[src/rtl/pdpc_pkg.sv]
package pdpc_pkg;

    // Field widths
    localparam int DUTY_W  = 31;
    localparam int PER_W   = 31;
    localparam int CLK_W   = 8;
    localparam int STAT_W  = 2;
    localparam int CNT_W   = 12;
    localparam int SHIFT_W = 4;
    localparam int CW_W    = 32;

    // Internal arithmetic widths
    localparam int Q_W     = 22;             // period / 1000 < 2^22
    localparam int TOT_W   = 30;             // (period / 1000) * clock_mhz < 2^30
    localparam int PROD_W  = PER_W + 32;     // period * reciprocal
    localparam int DVD_W   = PER_W + TOT_W;  // total * duty
    localparam int LEN_W   = $clog2(TOT_W + 1);

    // Divide by 1000 as multiply by ceil(2^41 / 1000), then shift by 41
    localparam logic [31:0] RECIP_1000 = 32'd2199023256;
    localparam int          RECIP_SHIFT = 41;

    // Defaults and limits
    localparam logic [CLK_W-1:0] CLOCK_MHZ_RESET = 8'd96;
    localparam int COUNT_BITS_DEF = 12;
    localparam int MAX_SHIFT      = 15;
    localparam int HIGH_POS       = 20;
    localparam int LOW_POS        = 8;
    localparam int SHIFT_POS      = 4;

    // Request queue
    localparam int QUEUE_DEPTH = 4;
    localparam int QPTR_W      = $clog2(QUEUE_DEPTH);
    localparam int QCNT_W      = $clog2(QUEUE_DEPTH + 1);

    // Status codes
    localparam logic [STAT_W-1:0] ST_OK       = 2'd0;
    localparam logic [STAT_W-1:0] ST_INVALID  = 2'd1;
    localparam logic [STAT_W-1:0] ST_OVERFLOW = 2'd2;

    // Classified request, as held in the queue
    typedef struct packed {
        logic              inv;
        logic [DUTY_W-1:0] duty;
        logic [PER_W-1:0]  period;
    } req_t;

    // Queue status toward front and back
    typedef struct packed {
        logic full;
        logic empty;
    } q_stat_t;

    // One slot of the restoring divider
    typedef struct packed {
        logic             inv;
        logic [PER_W-1:0] period;
        logic [TOT_W-1:0] tot;
        logic [PER_W-1:0] rem;
        logic [TOT_W-1:0] low;
    } div_t;

    // Bit length of a count (position of the top set bit, plus one)
    function automatic logic [LEN_W-1:0] bit_len(input logic [TOT_W-1:0] v);
        logic [LEN_W-1:0] n;
        n = '0;
        for (int i = 0; i < TOT_W; i++) begin
            if (v[i])
            begin
                n = LEN_W'(i + 1);
            end
        end
        return n;
    endfunction

endpackage

[src/rtl/pdpc_queue.sv]
module pdpc_queue
    import pdpc_pkg::*;
(
    input  logic    clk,
    input  logic    rst_n,
    input  logic    push,
    input  req_t    push_req,
    input  logic    pop,
    output req_t    pop_req,
    output q_stat_t q_stat
);

    req_t              slot_reg [QUEUE_DEPTH];
    logic [QPTR_W-1:0] wr_ptr_reg;
    logic [QPTR_W-1:0] rd_ptr_reg;
    logic [QCNT_W-1:0] count_reg;
    logic [QCNT_W-1:0] count_next;

    assign q_stat.full  = (count_reg == QCNT_W'(QUEUE_DEPTH));
    assign q_stat.empty = (count_reg == '0);
    assign pop_req      = slot_reg[rd_ptr_reg];

    always_comb
    begin
        count_next = count_reg;
        if (push && !pop)
        begin
            count_next = count_reg + 1'b1;
        end
        else if (pop && !push)
        begin
            count_next = count_reg - 1'b1;
        end
    end

    // Pointers wrap at the depth
    always_ff @(posedge clk or negedge rst_n)
    begin
        if (!rst_n)
        begin
            wr_ptr_reg <= '0;
            rd_ptr_reg <= '0;
            count_reg  <= '0;
        end
        else
        begin
            count_reg <= count_next;
            if (push)
            begin
                wr_ptr_reg <= (wr_ptr_reg == QPTR_W'(QUEUE_DEPTH - 1)) ? '0
                                                                       : wr_ptr_reg + 1'b1;
            end
            if (pop)
            begin
                rd_ptr_reg <= (rd_ptr_reg == QPTR_W'(QUEUE_DEPTH - 1)) ? '0
                                                                       : rd_ptr_reg + 1'b1;
            end
        end
    end

    always_ff @(posedge clk)
    begin
        if (push)
        begin
            slot_reg[wr_ptr_reg] <= push_req;
        end
    end

endmodule

[config.mk]
export PLATFORM = sky130hd
export DESIGN_NAME = pdpc_queue
export DESIGN_NICKNAME = d
export VERILOG_FILES = /design/src/rtl/pdpc_pkg.sv /design/src/rtl/pdpc_queue.sv
export SDC_FILE = /design/constraint.sdc
export NUM_CORES = 1
export LEC_CHECK = 0
export ABC_AREA = 1
export BUFFER_PORTS_ARGS = -buffer_cell sky130_fd_sc_hd__buf_2
export CORE_ASPECT_RATIO = 0.6
export CORE_UTILIZATION = 25
export CTS_CLUSTER_DIAMETER = 100
export DETAILED_ROUTE_END_ITERATION = 16
export GPL_TIMING_DRIVEN = 1
export HOLD_SLACK_MARGIN = 0.06
export PLACE_DENSITY = 0.51
export SLEW_MARGIN = 5
export SYNTH_ARGS = -nofsm -noshare
export SYNTH_HDL_FRONTEND = slang
export SYNTH_SLANG_ARGS = --single-unit
[constraint.sdc]
create_clock -name clk -period 2.28 [get_ports clk]
set_input_delay 0.342 -clock clk [delete_from_list [all_inputs] [get_ports clk]]
set_output_delay 0.342 -clock clk [all_outputs]
set_load 0.01 [all_outputs]
* Word-level counts from Yosys, hierarchy flattened *
Memory sizes are Yosys's and may differ from the RTL's.
Index checks and enable logic that the tools add are counted.

storage, ports and cells
  register bits after elaboration = 7
  RAM bits = 252
  bits of input ports = 67
  output and inout port bits = 65
  logic and storage cells = 23
  memories kept = 1

cells by class
  add/sub/neg operators = 4
  eq/ne operators = 3
  mux-type cells = 6
  reductions and logical operators = 6

memory list
  name      depth  bits a word  read ports  clocked after Yosys merged registers in  write ports  RTL line          RTL
  slot_reg  4      63           1           0                                        1            pdpc_queue.sv:13  req_t slot_reg [QUEUE_DEPTH];

operators by type and width
  operator                                                             number
  3-bit two-way mux                                                    2
  2-bit by 1-bit adder with 2-bit output (second input constant)       2
  2-bit == test (second input constant)                                2
  2-bit two-way mux                                                    2
  3-bit by 1-bit adder with 3-bit output (second input constant)       1
  3-bit == test (second input constant)                                1
  3-bit logical NOT                                                    1
  3-bit by 1-bit subtractor with 3-bit output (second input constant)  1
  1-bit logical AND                                                    2
  1-bit logical NOT                                                    2
  1-bit two-way mux                                                    2
  2-bit nonzero test                                                   1

* Logic depth before layout (Yosys ltp) *
  depth after elaboration = 4
  gate-level depth with buffers = 9
  mapped depth without buffers = 9

* Worst setup path before layout *
OpenSTA, ideal clock, no wires.

  path type = reg-to-reg
  start = register wr_ptr_reg[0]
  end = memory slot_reg[0][0] in the netlist's numbering (enable)
  setup time = 0.417 ns
  arrival time = 1.886 ns
  required time = 1.863 ns
  setup slack = -0.023 ns
  stages on the path, launching flop included = 5
  cell sequence = dfrtp_1 > inv_1 > ha_1 > nand2_1 > inv_1

RTL lines
  item                    RTL line          RTL
  from (decl)             pdpc_queue.sv:14  logic [QPTR_W-1:0] wr_ptr_reg;
  from (signal assigned)  pdpc_queue.sv:50  wr_ptr_reg <= (wr_ptr_reg == QPTR_W'(QUEUE_DEPTH - 1)) ? '0
  to (decl)               pdpc_queue.sv:13

No word-level cell before the write port.

==> metrics.log <==
INFO  metric final.period_utilization = between 90% and 100%
INFO  metric num-nets-final = 1081
INFO  metric gr-usage-all-layers = 11.70%
INFO  metric timing_max_transition_violations_final = 0
INFO  metric holdCritPathClass = input pin to flip-flop
INFO  metric max-vdd-ir-drop = around 0.47 mV
INFO  metric ys_seq_elements = 259
INFO  metric edff_count_synth = 252
INFO  metric crit_type = flip-flop to output port
INFO  metric cts_htree_levels = 1
INFO  metric crit_path_end_kind = output port
INFO  metric clock-root-buffer = clkbuf_16
INFO  metric gr-total-overflow = 0
INFO  metric synth_top_family_by_area = compound AO/OA/AOI/OAI gates
INFO  metric power.density = 1216 nW/um^2
INFO  metric critPathLaunch = rd_ptr_reg[0]
INFO  metric power.leakage = 5.619 nW
INFO  metric max_ffs_per_register = 252
INFO  metric area_of_the_multi_input_gates = about 2500 um^2
INFO  metric die_height = about 160 um
INFO  metric yosys.area_share.adder = less than 1%
INFO  metric remaining_drc_errors = 0
INFO  metric route.antenna.remaining_nets = 0
INFO  metric worst-slew-pin-transition = ~560 ps
INFO  metric syn-num-nets = 860
INFO  metric synthSimpleGateAreaFrac = about 7%
INFO  metric insertion_delay = 550 ps
INFO  metric hp-start = push
INFO  metric max_cap_violations = 0
INFO  metric clk_pin_slew = roughly 60 ps
INFO  metric synth.mux.area_fraction = 0%
INFO  metric final_cells = 1603
INFO  metric route.vias.total = between 6k and 7k
INFO  metric run_status = finished clean
INFO  metric max-slew-margin-rel = 62.96%
INFO  metric worst_setup_path_start_kind = flip-flop
INFO  metric drt_iter0_drc = 376
INFO  metric synth_cell_types = 22
INFO  metric tns = 0 ps
INFO  metric postSynthAreaPerCell = 14.07 um^2
INFO  metric synth.top_cell.area_share = 68.43%
INFO  metric netlist_top_cells_area = edfxtp_1 (68%), o211ai_2 (13%), nand2_1 (6.9%)
INFO  metric first_global_vias = 6209
INFO  metric placed_cells_incl_taps = 1478
INFO  metric fin_skew = 18.66 ps
INFO  metric report.final.setup_viol = 0
INFO  metric area_share_of_xor_xnor_cells_in_the_synthesized_design = 0.07920%
INFO  metric cts.sinks = 259
INFO  metric detailedPlacementHpwl = between 10 and 15 mm
INFO  metric postRouteWirelength = 26.79 mm
INFO  metric synth_compound_area_share = 14.12%
INFO  metric pin_count = 132
INFO  metric timing.final.crit_period = roughly 2300 ps
INFO  metric tritoncts.num_buffers = 28
INFO  metric report.final.hold_viol_count = 0
INFO  metric initial_antenna_violation_count = 1
INFO  metric timing.rr.start = wr_ptr_reg[0]
INFO  metric drive_above_1_share = around 33%
INFO  metric die_area = about 45000 um^2
INFO  metric gp_routability_congestion = 0.6773
INFO  metric ys_seq_area_share = 70.02%
INFO  metric fillers = 4249
INFO  metric finalCoreUtilization = 33.08%
INFO  metric rsz_0062_raised_after_global_routing = true
INFO  metric cp.arrival = 1920 ps
INFO  metric clock_tree.buffer_depth = 3
INFO  metric numPortBuffers = 131
INFO  metric start_util = 25.43%
INFO  metric routed_wire_length_per_instance = 16.71 um
INFO  metric num_rows = 59
INFO  metric synth-async-reset-ratio = 2.703%
INFO  metric p_r_area_growth_vs_syn = 30.07%
INFO  metric fp.dieW = 273.5 um
INFO  metric drtPass1Iterations = 4
INFO  metric yosysTopAreaCell = edfxtp_1
INFO  metric via_per_inst = 4.034
INFO  metric yosys_warnings = 0
INFO  metric syn-instance-count = 786
INFO  metric fmax = 443.0 MHz
INFO  metric grt_pass1_wl = 39.05 mm
INFO  metric timing.critical_path.required = 1940 ps
INFO  metric tritoncts_clock_tree = yes
INFO  metric core = 43480 um^2
INFO  metric worst-path-max-fanout = 24
INFO  metric regArea = 7750 um^2
INFO  metric syn-cell-area = ~11000 um^2
INFO  metric synth_flop_cell = edfxtp_1
INFO  metric largest_net_degree_at_the_start_of_global_routing = 40
==> placed cells by master, fill, tap and decap left out, types with 2 or more instances in the layout <==
cell           count
clkinv_2           3
dfrtp_4            2
ha_1               6
nor2_1             2
o21ai_1            3
nand2_2            9
buf_4              9
o211ai_1           7
clkinv_1          53
bufinv_16          4
buf_16             6
clkinv_4           3
buf_12            15
buf_2            131
nand2_1          195
clkbuf_1           3
inv_2              2
clkinvlp_4         4
dlygate4sd3_1     65
dfrtp_1            5
o211ai_2         118
edfxtp_1         252
clkbuf_16         30
nor3_1             2
inv_1             83
clkinv_16          2
==> per-stage QoR <==
stage                     hold WS, ps  instance area [um^2]  power, mW  setup slack (ps)
after floorplan                 46.41                 11070      10.28             57.33
after global placement          204.8                 12490      12.29             356.5
after detailed placement        203.0                 12490      12.35             306.3
after CTS                       80.15                 14250      17.66            -32.46
after global routing            91.59                 14380      18.61            -98.15
final                           115.7                 14380      17.50             22.54
==> per-layer routing <==
metal / vias to the layer above / GRT usage (%) / wire [um]
met5: - / 0 / 0
met4: 0 / 2.057 / 462
met3: 31 / 2.573 / 1052
met2: 108 / 18.16 / 11600
met1: 3151 / 16.81 / 13670
li1: 3177 / - / -
==> kinds of logic (layout without fill, tap and decap cells) <==
kind of cell,count (synthesis),in the layout
AO/OA/AOI/OAI,130,130
XOR/XNOR,1,1
adder cells (fa/ha/maj),7,7
buffers and inverters,179,416
flip-flops,259,259
other,0,1
AND/OR/NAND/NOR,210,210
==> timing repair <==
item / CTS / global route
pin swaps: 1 / 1
setup buffers: 4 / 2
setup endpoints to repair: 63 / 62
gates cloned: 6 / 1
resized for setup: 12 / 21
hold buffers: 65 / 0
hold endpoints to repair: 261 / 0
==> path summary, 6_finish.rpt <==
kind	end	slack, ps	cells after the start
worst max-delay path	pop_req[31]	20	5
worst max register to register	slot_reg[2][1]	640	5
max in group asynchronous	rd_ptr_reg[0]	1910	2
worst min register to register	count_reg[2]	500	2
min in group asynchronous	rd_ptr_reg[1]	170	2
worst min-delay path	wr_ptr_reg[1]	120	3
==> critical path, stage by stage, from the launching register on <==
cell      delay, ps
dfrtp_4         560
clkinv_8        180
buf_12          210
o211ai_2        160
nand2_1          90
buf_2           150
==> area by class of cell <==
class                           instances  area share [%]
Inverter                              139           3.984
Timing Repair Buffer                  227           12.96
Multi-Input combinational cell        348           17.32
Clock buffer                           32           5.124
Tap cell                              579           5.037
Clock inverter                         14           1.209
Sequential cell                       259           53.88
Timing Repair inverter                  4          0.4697
Antenna cell                            1         0.01740
==> where the power goes <==
part / total, mW / switching [mW] / internal [mW] / leakage [nW]
clock network: 4.61 / 1.87 / 2.74 / 0.442
logic: 6.43 / 3.93 / 2.51 / 2.78
registers: 6.45 / 0.335 / 6.12 / 2.40
==> synth_stat cells, types with 2 or more instances <==
library cell	count
ha_1	6
o211ai_2	119
clkinv_1	48
o211ai_1	7
dfrtp_1	7
inv_2	2
edfxtp_1	252
nor3_1	2
buf_4	7
buf_2	8
buf_6	19
inv_1	87
inv_4	2
clkbuf_1	6
nand2_1	204
nor2_1	2
o21ai_1	3
(Power assumes the default switching activity.)
