## src/rtl/pdpc_pkg.sv

```systemverilog
package pdpc_pkg;

    // Field widths
    localparam int DUTY_W  = 31;
    localparam int PER_W   = 31;
    localparam int CLK_W   = 8;
    localparam int STAT_W  = 2;
    localparam int CNT_W   = 12;
    localparam int SHIFT_W = 4;
    localparam int CW_W    = 32;

    // Internal arithmetic widths
    localparam int Q_W     = 22;             // period / 1000 < 2^22
    localparam int TOT_W   = 30;             // (period / 1000) * clock_mhz < 2^30
    localparam int PROD_W  = PER_W + 32;     // period * reciprocal
    localparam int DVD_W   = PER_W + TOT_W;  // total * duty
    localparam int LEN_W   = $clog2(TOT_W + 1);

    // Divide by 1000 as multiply by ceil(2^41 / 1000), then shift by 41
    localparam logic [31:0] RECIP_1000 = 32'd2199023256;
    localparam int          RECIP_SHIFT = 41;

    // Defaults and limits
    localparam logic [CLK_W-1:0] CLOCK_MHZ_RESET = 8'd96;
    localparam int COUNT_BITS_DEF = 12;
    localparam int MAX_SHIFT      = 15;
    localparam int HIGH_POS       = 20;
    localparam int LOW_POS        = 8;
    localparam int SHIFT_POS      = 4;

    // Request queue
    localparam int QUEUE_DEPTH = 4;
    localparam int QPTR_W      = $clog2(QUEUE_DEPTH);
    localparam int QCNT_W      = $clog2(QUEUE_DEPTH + 1);

    // Status codes
    localparam logic [STAT_W-1:0] ST_OK       = 2'd0;
    localparam logic [STAT_W-1:0] ST_INVALID  = 2'd1;
    localparam logic [STAT_W-1:0] ST_OVERFLOW = 2'd2;

    // Classified request, as held in the queue
    typedef struct packed {
        logic              inv;
        logic [DUTY_W-1:0] duty;
        logic [PER_W-1:0]  period;
    } req_t;

    // Queue status toward front and back
    typedef struct packed {
        logic full;
        logic empty;
    } q_stat_t;

    // One slot of the restoring divider
    typedef struct packed {
        logic             inv;
        logic [PER_W-1:0] period;
        logic [TOT_W-1:0] tot;
        logic [PER_W-1:0] rem;
        logic [TOT_W-1:0] low;
    } div_t;

    // Bit length of a count (position of the top set bit, plus one)
    function automatic logic [LEN_W-1:0] bit_len(input logic [TOT_W-1:0] v);
        logic [LEN_W-1:0] n;
        n = '0;
        for (int i = 0; i < TOT_W; i++) begin
            if (v[i])
            begin
                n = LEN_W'(i + 1);
            end
        end
        return n;
    endfunction

endpackage

```

## src/rtl/pdpc_front.sv

```systemverilog
module pdpc_front
    import pdpc_pkg::*;
(
    input  logic              clk,
    input  logic              rst_n,
    input  logic              in_valid,
    output logic              in_stall,
    input  logic [DUTY_W-1:0] duty_time_ns,
    input  logic [PER_W-1:0]  period_time_ns,
    input  q_stat_t           q_stat,
    output logic              push,
    output req_t              push_req
);

    logic front_valid_reg;
    logic front_valid_next;
    req_t req_reg;
    logic accept;

    // Hold off the source only while the staged request cannot move on
    assign in_stall = front_valid_reg && q_stat.full;
    assign accept   = in_valid && !in_stall;
    assign push     = front_valid_reg && !q_stat.full;
    assign push_req = req_reg;

    assign front_valid_next = accept || (front_valid_reg && !push);

    always_ff @(posedge clk or negedge rst_n)
    begin
        if (!rst_n)
        begin
            front_valid_reg <= 1'b0;
        end
        else
        begin
            front_valid_reg <= front_valid_next;
        end
    end

    // Capture and classify: zero period or duty above period is rejected
    always_ff @(posedge clk)
    begin
        if (accept)
        begin
            req_reg.duty   <= duty_time_ns;
            req_reg.period <= period_time_ns;
            req_reg.inv    <= (period_time_ns == '0) || (duty_time_ns > period_time_ns);
        end
    end

endmodule

```

## config.mk

```make
export PLATFORM = sky130hd
export DESIGN_NAME = pdpc_front
export DESIGN_NICKNAME = d
export VERILOG_FILES = /design/src/rtl/pdpc_pkg.sv /design/src/rtl/pdpc_front.sv
export SDC_FILE = /design/constraint.sdc
export NUM_CORES = 1
export LEC_CHECK = 0
export ABC_CLOCK_PERIOD_IN_PS = 3600
export BUFFER_PORTS_ARGS = -buffer_cell sky130_fd_sc_hd__buf_2
export CAP_MARGIN = 20
export CORE_ASPECT_RATIO = 1.2
export CORE_MARGIN = 2
export CORE_UTILIZATION = 42
export CTS_CLUSTER_SIZE = 16
export DETAILED_ROUTE_END_ITERATION = 12
export PLACE_DENSITY = 0.78
export SYNTH_ARGS = -nofsm -noshare
export SYNTH_HDL_FRONTEND = slang
export SYNTH_SLANG_ARGS = --single-unit
```

## constraint.sdc

```tcl
create_clock -name clk -period 3.6 [get_ports clk]
set_input_delay 0.18 -clock clk [delete_from_list [all_inputs] [get_ports clk]]
set_output_delay 0.18 -clock clk [all_outputs]
set_load 0.01 [all_outputs]
```

## After elaboration in Yosys (flattened, before gate mapping)

Index checks and enable logic that the tools add are counted.

| cells by class | value |
|---|---|
| order comparisons | 1 |
| reduce and logical (&&, ||, !) cells | 10 |

Operators by type and width:

| cell | number |
|---|---|
| greater-than comparator 31 bit | 1 |
| zero test 31 bit | 1 |
| logical AND 1 bit | 4 |
| zero test 1 bit | 3 |
| logical OR 1 bit | 2 |

| word-level totals | value |
|---|---|
| logic and storage cells | 15 |
| register bits after elaboration | 64 |

## Depth between registers and ports, before layout

Gate-level depths: netlist (run 1).

| depth | value |
|---|---|
| word-level depth | 5 |
| depth in mapped cells | 7 |

## Least setup slack after synthesis (run 1)

No wires, ideal clock.

| timing path | value |
|---|---|
| path type | reg-to-reg |
| start | register front_valid_reg |
| end | register req_reg, in the netlist push_req[0], enable pin |
| stages on the path, launching flop included | 3 |
| required time | 3109 ps |
| arrival | 3349 ps |
| slack | -240 ps |
| library setup time | 491 ps |
| cell sequence | dfrtp_1 > and2_1 > nor2b_1 |

| between the ends | value |
|---|---|
| longest elaborated chain between the ends | 3 |

Ends and longest elaborated chain:

| item | RTL line | source |
|---|---|---|
| from (decl) | pdpc_front.sv:15 | `logic front_valid_reg;` |
| from (signal assigned) | pdpc_front.sv:36 | `front_valid_reg <= front_valid_next;` |
| logical AND 1 bit | pdpc_front.sv:21 | `assign in_stall = front_valid_reg && q_stat.full;` |
| net in_stall | pdpc_front.sv:7 | `output logic in_stall,` |
| zero test 1 bit | pdpc_front.sv:22 | `assign accept = in_valid && !in_stall;` |
| logical AND 1 bit | pdpc_front.sv:22 |  |
| net accept | pdpc_front.sv:18 | `logic accept;` |
| to (decl) | pdpc_front.sv:17 | `req_t req_reg;` |

The timed path passes the listed nets, and every way through them passes these cells.
A chain may end at the register's enable or synchronous reset.

## Final worst setup path (run 1)

| timing path | value |
|---|---|
| start | register front_valid_reg |
| end | register req_reg, in the netlist push_req[24], enable pin |

| between the ends | value |
|---|---|
| longest elaborated chain between the ends | 3 |

Ends and longest elaborated chain:

| item | RTL line |
|---|---|
| logical AND 1 bit | pdpc_front.sv:21 |
| zero test 1 bit | pdpc_front.sv:22 |
| logical AND 1 bit | pdpc_front.sv:22 |
| net accept | pdpc_front.sv:18 |

The timed path passes the listed nets, and every way through them passes these cells.

==> impl_metrics.json, run 1 <==
{
  "grt_pass1_vias": 1981,
  "synth_common_cells": "63 x edfxtp_1, 31 x ha_1, 31 x inv_1",
  "finalSetupTns_ps": 0,
  "cts_tree": "built",
  "postLayoutCoreUtil": 0.589,
  "ys.flop_type": "edfxtp_1",
  "fin_cells": 420,
  "busiest_layer": "met2",
  "holdCritStartpoint": "duty_time_ns[19]",
  "synthDominantCellAreaShare": 0.674,
  "coreArea_um2": 6450,
  "grt_overflow_total": 0,
  "grt_util_met2": 0.298,
  "place.port_buffers": 130,
  "ioPinCount": 132,
  "drtIter0Drc": 65,
  "start_util": 0.435,
  "grt_max_degree": 64,
  "clkTransAtPathRegs_ps": 70,
  "fp.dieArea_um2": 7350,
  "gp_congestion": 0.754,
  "synth-seq-cells": 64,
  "die_h_um": 93.5,
  "yosysMostFrequentCell": "edfxtp_1",
  "largest_reg_flops": 63,
  "routed_wl_um": 6240,
  "min_to": "push_req[50]",
  "grt_pass1_wl_um": 9360,
  "final_nets": 428,
  "synth_seq_area_share": 0.683,
  "syn_inst": 187,
  "drcViolationCount": 0,
  "path_max_fanout": 63,
  "crit_arrival_ps": 1610,
  "slew_headroom": 0.490,
  "synthArstFlopShare": 0.0156,
  "die-width_um": 78.6,
  "grt_usage": 0.173,
  "r2r_slack_ps": 1940,
  "synth-edff-count": 63,
  "ir_drop_mv": 0.234,
  "period_minus_slack_ps": 1660,
  "rsz0062_at_grt": "no",
  "endpoint_kind": "register",
  "post-cts-setup-buffers": 0,
  "cp_data_required_time_ps": 3550,
  "worstMarginPinSlew_ps": 765,
  "clockBufferDepth": 2,
  "finalCritPeriodShare": 0.461,
  "timing.rr.end": "push_req[24]",
  "cts_root_buf": "clkbuf_8",
  "outcome": "completed",
  "dr.pass1.iters": 4,
  "via_per_inst": 4.77,
  "num_vias": 2005,
  "syn-num-nets": 285,
  "p_leak_uw": 0.00175,
  "cap_violations": 0,
  "report.final.setup_viol": 0,
  "regToRegStartpoint": "front_valid_reg",
  "wl_per_cell_um": 14.8,
  "whs_path_depth": 1,
  "hold_viol": 0,
  "yosysTopAreaCell": "edfxtp_1",
  "cts_buffers": 9,
  "yosysWarnings": 0,
  "cp-start-kind": "register",
  "skew_ps": 9.21,
  "clock_sinks": 64,
  "syn_area_um2": 2810,
  "placedCellCount": 403,
  "criticalPathCategory": "register to register",
  "antenna_found_initial": 0,
  "whs_ps": 46.6,
  "synth.top_cells.by_area": "edfxtp_1 67%, ha_1 14%, inv_1 4.1%, a21oi_1 2.0%, nand4_1 1.8%",
  "powerDensity_nw_per_um2": 459,
  "num_rows": 32,
  "fmax_mhz": 603,
  "syn_to_final_growth_pct": 35.4,
  "post-dp-hpwl_um": 4910,
  "antennaDiodeCount": 0,
  "clk_latency_ps": 330,
  "ctsHtreeMaxLevel": 3,
  "synth_cell_types": 27,
  "syn_avg_cell_area_um2": 15.0,
  "hp-class": "input pin to register",
  "final_layout_size_suffix_gt1_frac": 0.451,
  "ff2ff_path_depth": 3,
  "antenna_left": 0,
  "met3_usage": 0.0347,
  "drv_slew": 0,
  "use_met1": 0.200
}
[layout by cell type, fill, tap and decap left out, types with 2 or more instances in the layout]
master      netlist  final
nand4_2           2      2
nand4_1           8      8
nand2_1           3      3
nor2_1            4      4
buf_2             0    130
bufinv_16         0      2
nand3_1           6      6
inv_1            31     31
a21o_1            4      4
ha_1             31     31
clkbuf_8          0      9
nor4_1            7      7
clkinvlp_4        0      2
a21oi_1          11     11
edfxtp_1         63     63
[area by class of cell]
cell class	instances	area, um^2
sequential	64	1920
clock inverter	6	83.8
tap	85	106
timing repair buffer	132	668
fill	553	2650
inverter	31	116
multi-input combinational	92	779
clock buffer	10	128
[timing repair]
item,in CTS,in global routing
resized for setup,0,0
hold endpoints to repair,1,0
hold buffers,1,0
[worst max-delay path, cell delays in order, from the launching register on]
cell	delay [ps]
dfrtp_1	370
and2_1	180
nor2b_4	110
buf_4	610
[worst max-delay path by stage]
stage               slack (ps)                from      endpoint  depth (start not counted)
CTS                       1920     front_valid_reg  push_req[36]                          3
detailed placement        1720  period_time_ns[29]  push_req[62]                          8
floorplan                  980     front_valid_reg   push_req[0]                          2
global route              1850     front_valid_reg  push_req[39]                          3
global placement          1760  period_time_ns[22]  push_req[62]                          8
finish                    1940     front_valid_reg  push_req[24]                          3
[cells by family (layout without fill, tap and decap cells)]
logic type	count (synthesis)	count (layout)	share of synthesized area
buf+inv	31	179	0.0415
fa+ha+maj	31	31	0.138
flops	64	64	0.683
compound gates	24	24	0.0566
simple gates	37	37	0.0803
[where the power goes]
part           switching [uW]  internal [uW]  leakage, uW
clock                     263            386    0.0000999
sequential               8.64            869     0.000611
combinational             125           91.9      0.00104
total                     397           1350      0.00175
[per-layer routing]
layer	vias to the layer above	wire length [um]
met3	8	306
met4	0	100
met1	924	2470
met5	-	0
li1	1002	-
met2	71	3360
[metrics by stage]
stage | power [uW] | worst slack, ps | cell area, um^2
floorplan | 1000 | 975 | 2810
global placement | 1100 | 1760 | 3580
detailed placement | 1110 | 1720 | 3580
CTS | 1770 | 1920 | 3800
global route | 1820 | 1850 | 3800
finish | 1740 | 1940 | 3800
No activity file was read; power rests on OpenSTA's default activity.
==> run 2: changes to the inputs <==
--- a/config.mk
+++ b/config.mk
@@ -5,7 +5,7 @@
 export SDC_FILE = /design/constraint.sdc
 export NUM_CORES = 1
 export LEC_CHECK = 0
-export ABC_CLOCK_PERIOD_IN_PS = 3600
+export ABC_CLOCK_PERIOD_IN_PS = 1500
 export BUFFER_PORTS_ARGS = -buffer_cell sky130_fd_sc_hd__buf_2
 export CAP_MARGIN = 20
 export CORE_ASPECT_RATIO = 1.2
==> constraint.sdc (replaced) <==
create_clock -name clk -period 1.5 [get_ports clk]
set_input_delay 0.075 -clock clk [delete_from_list [all_inputs] [get_ports clk]]
set_output_delay 0.075 -clock clk [all_outputs]
set_load 0.01 [all_outputs]
==> impl_metrics.json, run 2 (synthesis results as in run 1) <==
{
  "outcome": "completed",
  "largest_reg_flops": 63,
  "rsz0062_at_grt": "no",
  "path_buf_inv": 2,
  "post-cts-setup-buffers": 0,
  "worstMarginPinSlew_ps": 496,
  "grt_max_degree": 35,
  "layout_setup_ws_ps": 71.9,
  "final_common_cell": "buf_2",
  "clk_latency_ps": 340,
  "cap_violations": 0,
  "num_vias": 2303,
  "cts_tree": "built",
  "antenna_found_initial": 0,
  "antenna_left": 0,
  "postLayoutCoreUtil": 0.683,
  "final_layout_size_suffix_gt1_frac": 0.448,
  "worstPathCellList": "buf_2 > inv_1 > ha_1 > a21oi_1 > a21oi_1 > o31a_1 > o311ai_1 > o211ai_1",
  "place_area_um2": 3840,
  "hp-class": "input pin to async pin",
  "p_leak_uw": 0.00206,
  "multi_input_area_um2": 800,
  "crit_arrival_ps": 1490,
  "fmax_mhz": 700,
  "finalCritPeriodShare": 0.952,
  "start_util": 0.435,
  "grt_pass1_wl_um": 11200,
  "cts_root_buf": "clkbuf_8",
  "hold_viol": 0,
  "drtIter0Drc": 129,
  "cp_data_required_time_ps": 1560,
  "dr.pass1.iters": 4,
  "ioPinCount": 132,
  "r2r_slack_ps": 240,
  "endpoint_kind": "register",
  "ctsHtreeMaxLevel": 3,
  "report.final.setup_viol": 0,
  "path_delay_family": "compound AO/OA/AOI/OAI gates",
  "die_h_um": 93.5,
  "fp.dieArea_um2": 7350,
  "grt_overflow_total": 0,
  "final_nets": 495,
  "cts_buffers": 9,
  "clockBufferDepth": 2,
  "skew_ps": 9.78,
  "grt_util_met2": 0.353,
  "gp_congestion": 0.758,
  "cp-start-kind": "input pin",
  "clkTransAtPathRegs_ps": 70,
  "period_minus_slack_ps": 1430,
  "place.port_buffers": 130,
  "use_met1": 0.236,
  "layout_common_cells": "130 x buf_2, 63 x edfxtp_1, 37 x dlygate4sd3_1, 31 x inv_1, 31 x ha_1",
  "antennaDiodeCount": 0,
  "crit_path_frequent_cell": "a21oi_1",
  "busiest_layer": "met2",
  "drcViolationCount": 0,
  "dp_slack_ps": -326,
  "whs_ps": 25.0,
  "path_max_fanout": 3,
  "powerDensity_nw_per_um2": 949,
  "wl_per_cell_um": 14.6,
  "grt_usage": 0.203,
  "criticalPathCategory": "input pin to register",
  "critPathMaxStageDelay_ps": 310,
  "drv_slew": 0,
  "num_rows": 32,
  "crit_slowest_cell": "o311ai_1",
  "die-width_um": 78.6,
  "fin_area_um2": 4410,
  "grt_pass1_vias": 2366,
  "syn_to_final_growth_pct": 57.0,
  "nFillCells": 475,
  "via_per_inst": 4.73,
  "clock_sinks": 64,
  "ir_drop_mv": 0.564,
  "slew_headroom": 0.661,
  "coreArea_um2": 6450,
  "routed_wl_um": 7130,
  "met3_usage": 0.0550,
  "post-dp-hpwl_um": 5220,
  "seq_area_um2": 1920
}
-- run 2: worst paths after layout --
check,from,endpoint,cells after the start
setup / recovery,period_time_ns[2],push_req[62],8
hold / removal,rst_n,front_valid_reg,2
setup reg to reg,front_valid_reg,push_req[4],3
hold reg to reg,front_valid_reg,front_valid_reg,2
max in group asynchronous,rst_n,front_valid_reg,2
min in group clk,duty_time_ns[27],push_req[58],2
-- run 2: per-layer routing --
metal	vias to the layer above	part of all wire
met4	0	0.018
met2	71	0.53
li1	1138	-
met3	13	0.050
met1	1081	0.40
met5	-	0
-- run 2: stage by stage --
stage,setup TNS (ps),total power [uW],std cells
after floorplan,-23390,2400,187
after global placement,-320,2720,434
after detailed placement,-326,2740,434
after CTS,0,4190,487
after global routing,0,4360,487
final,0,4180,487
-- run 2: repair_timing --
item / 4_1_cts / 5_1_grt
setup endpoints to repair: 0 / 1
hold endpoints to repair: 37 / 0
resized for setup: 0 / 2
hold buffers: 37 / 0
-- run 2: area by class of cell --
class	count	area share
clock inverter	4	0.0102
timing repair buffer	199	0.292
inverter	31	0.0264
clock buffer	12	0.0307
tap	85	0.0241
sequential	64	0.435
multi-input combinational	92	0.181
-- run 2: where the power goes --
| group | switching [uW] | internal (uW) | total (uW) |
|---|---|---|---|
| combinational | 334 | 345 | 679 |
| sequential | 22.1 | 2080 | 2110 |
| clock | 636 | 759 | 1390 |
-- run 2: worst register-to-register path: stages (launching register included) --
cell     delay (ps)
dfrtp_1         370
and2_4          150
nor2b_4         180
buf_12          230
